===== src/rtl/rotary_position_embedding_defines.svh =====
// Assertion macros for the rotary position embedding block.
// Used by the top level; expects aclk and aresetn in the scope of each use.
`ifndef ROTARY_POSITION_EMBEDDING_DEFINES_SVH
`define ROTARY_POSITION_EMBEDDING_DEFINES_SVH
`ifndef SYNTHESIS
// Same-cycle implication, checked at every clock edge out of reset.
`define ROPE_ASSERT_SAME(lbl, ante, cons) \
    lbl: assert property (@(posedge aclk) disable iff (!aresetn) (ante) |-> (cons)) \
        else $error("rope: same-cycle check failed");
// Next-cycle implication, checked at every clock edge out of reset.
`define ROPE_ASSERT_NEXT(lbl, ante, cons) \
    lbl: assert property (@(posedge aclk) disable iff (!aresetn) (ante) |=> (cons)) \
        else $error("rope: next-cycle check failed");
`else
`define ROPE_ASSERT_SAME(lbl, ante, cons)
`define ROPE_ASSERT_NEXT(lbl, ante, cons)
`endif
`endif


===== src/rtl/rope_pkg.sv =====
// Shared types and constants of the rotary position embedding block.
// No dependencies; imported by rope_rotate and rotary_position_embedding.
`default_nettype none
package rope_pkg;

    localparam int MAX_POSITIONS = 1024;
    localparam int HALF_DIM      = 64;
    localparam int TABLE_DEPTH   = MAX_POSITIONS * HALF_DIM;
    localparam int ADDR_W        = (TABLE_DEPTH > 1) ? $clog2(TABLE_DEPTH) : 1;

    localparam int TLEN_W = 11;
    localparam int POS_W  = 16;
    localparam int PAIR_W = 6;
    localparam int DATA_W = 16;

    localparam logic [TLEN_W-1:0] TLEN_RESET = TLEN_W'(1024);

    localparam logic KIND_WRITE = 1'b0;
    localparam logic KIND_APPLY = 1'b1;

    localparam logic STATUS_OK    = 1'b0;
    localparam logic STATUS_RANGE = 1'b1;

    typedef struct packed {
        logic                     kind;
        logic [POS_W-1:0]         position;
        logic [PAIR_W-1:0]        pair_index;
        logic signed [DATA_W-1:0] first_value;
        logic signed [DATA_W-1:0] second_value;
        logic signed [DATA_W-1:0] sine_value;
        logic signed [DATA_W-1:0] cosine_value;
    } rope_in_t;

    typedef struct packed {
        logic signed [DATA_W-1:0] rotated_first;
        logic signed [DATA_W-1:0] rotated_second;
        logic                     status;
    } rope_out_t;

    // Per-stage load enables of the arithmetic pipeline.
    typedef struct packed {
        logic load_mul;
        logic load_out;
    } rope_adv_t;

endpackage
`default_nettype wire


===== src/rtl/rope_rotate.sv =====
// Multiply and round/saturate stages of the rotation datapath.
// Depends on rope_pkg for data types and the stage enable struct.
`default_nettype none
module rope_rotate (
    input  logic                              aclk,
    input  rope_pkg::rope_adv_t               adv,
    input  logic signed [rope_pkg::DATA_W-1:0] first_value,
    input  logic signed [rope_pkg::DATA_W-1:0] second_value,
    input  logic signed [rope_pkg::DATA_W-1:0] sine_value,
    input  logic signed [rope_pkg::DATA_W-1:0] cosine_value,
    input  logic                              status,
    output rope_pkg::rope_out_t               result
);
    import rope_pkg::*;

    localparam int PROD_W = 2 * DATA_W;
    localparam int SUM_W  = PROD_W + 1;
    localparam int FRAC_W = 14;
    localparam int SHR_W  = SUM_W - FRAC_W;

    // Round half up, floor-shift by the fraction width, saturate to 16 bits.
    function automatic logic signed [DATA_W-1:0] round_sat(input logic signed [SUM_W-1:0] sum);
        logic signed [SUM_W-1:0] biased;
        logic signed [SHR_W-1:0] shifted;
        logic signed [SHR_W-1:0] max_val;
        logic signed [SHR_W-1:0] min_val;
        biased  = sum + SUM_W'(1 << (FRAC_W - 1));
        shifted = SHR_W'(biased >>> FRAC_W);
        max_val = SHR_W'((1 << (DATA_W - 1)) - 1);
        min_val = -SHR_W'(1 << (DATA_W - 1));
        if (shifted > max_val) begin
            return max_val[DATA_W-1:0];
        end else if (shifted < min_val) begin
            return min_val[DATA_W-1:0];
        end else begin
            return shifted[DATA_W-1:0];
        end
    endfunction

    logic signed [PROD_W-1:0] ac_reg, bs_reg, as_reg, bc_reg;
    logic                     status_reg;
    rope_out_t                result_reg;
    logic signed [SUM_W-1:0]  sum_first, sum_second;

    always_ff @(posedge aclk) begin
        if (adv.load_mul) begin
            ac_reg     <= first_value * cosine_value;
            bs_reg     <= second_value * sine_value;
            as_reg     <= first_value * sine_value;
            bc_reg     <= second_value * cosine_value;
            status_reg <= status;
        end
    end

    assign sum_first  = SUM_W'(ac_reg) - SUM_W'(bs_reg);
    assign sum_second = SUM_W'(as_reg) + SUM_W'(bc_reg);

    always_ff @(posedge aclk) begin
        if (adv.load_out) begin
            result_reg.rotated_first  <= round_sat(sum_first);
            result_reg.rotated_second <= round_sat(sum_second);
            result_reg.status         <= status_reg;
        end
    end

    assign result = result_reg;

endmodule
`default_nettype wire


===== config.mk =====
export PLATFORM = sky130hd
export DESIGN_NAME = rope_rotate
export DESIGN_NICKNAME = d
export VERILOG_FILES = /design/src/rtl/rotary_position_embedding_defines.svh /design/src/rtl/rope_pkg.sv /design/src/rtl/rope_rotate.sv
export SDC_FILE = /design/constraint.sdc
export NUM_CORES = 2
export LEC_CHECK = 0
export BUFFER_PORTS_ARGS = -buffer_cell sky130_fd_sc_hd__buf_2
export CORE_ASPECT_RATIO = 1.25
export CORE_MARGIN = 10
export CORE_UTILIZATION = 40
export CTS_CLUSTER_SIZE = 28
export DETAILED_ROUTE_END_ITERATION = 12
export HOLD_SLACK_MARGIN = 0.12
export PLACE_DENSITY_LB_ADDON = 0.1
export SLEW_MARGIN = 20
export SYNTH_ARGS = -nofsm -noshare
export SYNTH_HDL_FRONTEND = slang
export SYNTH_SLANG_ARGS = --single-unit
export TNS_END_PERCENT = 1

===== constraint.sdc =====
create_clock -name aclk -period 7 [get_ports aclk]
set_input_delay 1.4 -clock aclk [delete_from_list [all_inputs] [get_ports aclk]]
set_output_delay 1.4 -clock aclk [all_outputs]
set_load 0.02 [all_outputs]

==> impl_metrics.py <==
metrics = {
    "outcome": {
        "status": "completed",
    },
    "drt": {
        "drt-total-wl_um": 125000,
        "via_count": 33800,
        "maxUsedRoutingLayer": "met4",
        "met1_length_um": 56100,
        "final_antenna_net_count": 0,
        "met2_wirelength_um": 62300,
        "drt-pass1-iter-count": 5,
        "viasPerCell": 4.80,
        "detail_route.drc_violations": 0,
        "avgRoutedWirePerCell_um": 17.8,
        "met3WireLength_um": 3810,
        "drtIter0Drc": 1675,
    },
    "critical_path": {
        "start_kind": "input port",
        "critPathRequiredTime_ps": 7270,
        "crit_path_end_kind": "register",
        "critPathMaxFanout": 11,
        "crit_path_max_incr_delay_ps": 540,
        "crit_path_cell_trace": "buf_4 > buf_4 > and2_1 > fa_1 > inv_1 > fa_1 > fa_1 > inv_1 > fa_1 > fa_1 > inv_1 > fa_1 > inv_1 > ha_1 > and4_1 > o211a_1 > o21ai_1 > a21o_1 > a31oi_4 > a41oi_2 > a21oi_2 > o21a_1 > nor2_1 > xnor2_1",
        "crit_type": "in -> reg",
        "critical-path-top-delay-family": "adder cells",
        "worst-path-buf-inv": 6,
        "cp_data_arrival_time_ps": 7140,
        "crit_top_cell": "sky130_fd_sc_hd__fa_1",
        "crit_slowest_cell": "sky130_fd_sc_hd__fa_1",
    },
    "synth": {
        "synthesis.instances": 4918,
        "syn-mean-instance-area_um2": 9.64,
        "syn_nets": 6484,
        "most_common_cell_in_the_netlist": "sky130_fd_sc_hd__inv_1",
        "synth-edff-count": 162,
        "synth_area_um2": 47400,
        "synth_top_area_cell": "sky130_fd_sc_hd__fa_1",
        "netlist_top_cells_count": "sky130_fd_sc_hd__inv_1 (1173), sky130_fd_sc_hd__fa_1 (1048), sky130_fd_sc_hd__nand2_1 (522), sky130_fd_sc_hd__and2_1 (496), sky130_fd_sc_hd__ha_1 (450)",
        "synthFlopType": "sky130_fd_sc_hd__edfxtp_1",
        "ys_async_sr_fraction": 0,
        "synth_top_area_frac": 0.442,
        "yosysWarnings": 0,
        "synth.yosys.seq_area_share": 0.103,
        "synth_area_leaders": "sky130_fd_sc_hd__fa_1 (44%), sky130_fd_sc_hd__ha_1 (12%), sky130_fd_sc_hd__edfxtp_1 (10%)",
        "ys_types": 73,
        "yosys_register_bits": 162,
    },
    "placed_design": {
        "post-dp-hpwl_um": 109000,
        "numPlacedInstances": 6997,
        "placedInstanceArea_um2": 54500,
        "gp_congestion": 0.842,
        "buffers_added_on_ports": 100,
    },
    "layout": {
        "drive_gt1_frac": 0.156,
        "area_growth_syn_to_layout_pct": 17.6,
        "largest_register_ff_count": 33,
        "finalNonFillerCells": 7040,
        "fin_nets": 7019,
        "postLayoutCellArea_um2": 55800,
    },
    "sta": {
        "skew_ps": 16.4,
        "grt_setup_unrepaired": "yes",
        "final-hold-violation-count": 0,
        "tightestPinTransition_ps": 1050,
        "timing.final.crit_share": 0.981,
        "final.min_clock_period_ps": 6870,
        "setup_viol": 0,
        "fin_setup_tns_ps": 0,
        "timing.slew.headroom": 0.295,
        "report.final.slew_viol_count": 0,
        "fmaxAchievable_mhz": 146,
    },
    "floorplan": {
        "num_rows": 141,
        "ioPinCount": 101,
        "floorplan.initialDensity": 0.402,
        "core_area_um2": 118000,
        "fp.dieW_um": 328,
        "die-area_um2": 133000,
        "die-height_um": 405,
    },
    "grt": {
        "number_of_antenna_violations_at_the_first_check_in_global_routing": 5,
        "first_global_vias": 36900,
        "grtUsageTotal": 0.198,
        "globalRoute.totalOverflow": 0,
        "first_pass_grt_wire_length_um": 205000,
        "grt_start_max_net_pins": 78,
    },
    "cts": {
        "cts_made_buffers": 17,
        "ctsRootBufferMaster": "sky130_fd_sc_hd__clkbuf_16",
        "numClockSinks": 162,
        "maximum_count_of_clock_buffers_along_a_single_path": 2,
        "clk-insertion-delay-late_ps": 520,
        "clock_pin_slew_reported_for_the_worst_setup_and_hold_paths_after_clock_tree_synthesis_ps": 90,
        "cts-htree-levels": 4,
        "cts_tree": "built",
    },
    "job": {
        "max_cap_viol_count": 0,
    },
    "hold_path": {
        "holdCritPathClass": "reg -> reg",
    },
}
## stage by stage
| stage | setup slack, ps | utilization | hold WS (ps) |
|---|---|---|---|
| 6_report | 133 | 0.472 | 424 |
| 5_1_grt | -41.0 | 0.472 | 441 |
| 4_1_cts | 4.50 | 0.468 | 425 |
| 3_3_place_gp | -736 | 0.462 | 401 |
| 2_1_floorplan | -47.0 | - | 400 |
| 3_5_place_dp | -729 | 0.462 | 406 |
## final timing paths
kind / from / endpoint / slack [ps] / cells past startpoint
setup / recovery: first_value[8] / as_reg[31] / 130 / 24
hold / removal: status_reg / result[0] / 420 / 0
setup reg to reg: ac_reg[2] / result[21] / 2470 / 10
hold reg to reg: status_reg / result[0] / 420 / 0
## cell families after synthesis
logic type      share of synthesized area
xor+xnor                           0.0314
buf+inv                             0.109
mux                              0.000237
simple gates                        0.136
fa+ha+maj                           0.561
flops                               0.103
compound gates                     0.0596
## cells in the final DEF, fill, tap and decap left out, types with 6 or more instances in the layout
cell and n:
sky130_fd_sc_hd__a21oi_2 10, sky130_fd_sc_hd__edfxtp_1 162, sky130_fd_sc_hd__o21bai_1 18, sky130_fd_sc_hd__xnor2_1 129
sky130_fd_sc_hd__xor2_1 40, sky130_fd_sc_hd__nand3_1 25, sky130_fd_sc_hd__buf_4 561, sky130_fd_sc_hd__o21ai_2 16
sky130_fd_sc_hd__nor2b_1 14, sky130_fd_sc_hd__a211oi_1 8, sky130_fd_sc_hd__buf_6 18, sky130_fd_sc_hd__buf_2 68
sky130_fd_sc_hd__a21o_1 81, sky130_fd_sc_hd__o21a_1 20, sky130_fd_sc_hd__ha_1 443, sky130_fd_sc_hd__clkbuf_4 7
sky130_fd_sc_hd__a31oi_1 7, sky130_fd_sc_hd__and2_1 495, sky130_fd_sc_hd__and3_1 11, sky130_fd_sc_hd__fa_1 1036
sky130_fd_sc_hd__clkbuf_16 17, sky130_fd_sc_hd__inv_1 1170, sky130_fd_sc_hd__a21oi_1 105, sky130_fd_sc_hd__nand2_1 521
sky130_fd_sc_hd__a31o_2 7, sky130_fd_sc_hd__nand2b_1 37, sky130_fd_sc_hd__nand4_1 11, sky130_fd_sc_hd__o211ai_1 7
sky130_fd_sc_hd__o31ai_1 7, sky130_fd_sc_hd__buf_12 63, sky130_fd_sc_hd__o21ai_0 75, sky130_fd_sc_hd__nor3_1 21
sky130_fd_sc_hd__ha_4 6, sky130_fd_sc_hd__nor2_1 114, sky130_fd_sc_hd__fa_2 12
## area by class of cell
class	instances	area, µm²
diodes	1	2.50
clock buffers	18	429
clock inverters	14	218
fillers	11400	62300
inverters	1173	4400
multi-input cells	3382	37800
flip-flops and latches	162	4860
well taps	1573	1970
repair buffers	717	6070
## repair_timing
| action | CTS | global route |
|---|---|---|
| gates resized for setup | 16 | 121 |
| hold buffers | 0 | 0 |
| pin swaps | 0 | 40 |
| setup buffers | 0 | 10 |
| setup endpoints to repair | 12 | 37 |
## layer usage
layer / global-route usage / vias up
li1: - / 15800
met2: 0.341 / 507
met1: 0.267 / 17400
met4: 0.0522 / 0
met3: 0.0164 / 94
met5: 0 / -
Power is left out: the tool's default activity adds up to more than one toggle a clock period on the data nets, which glitch-free logic cannot reach.
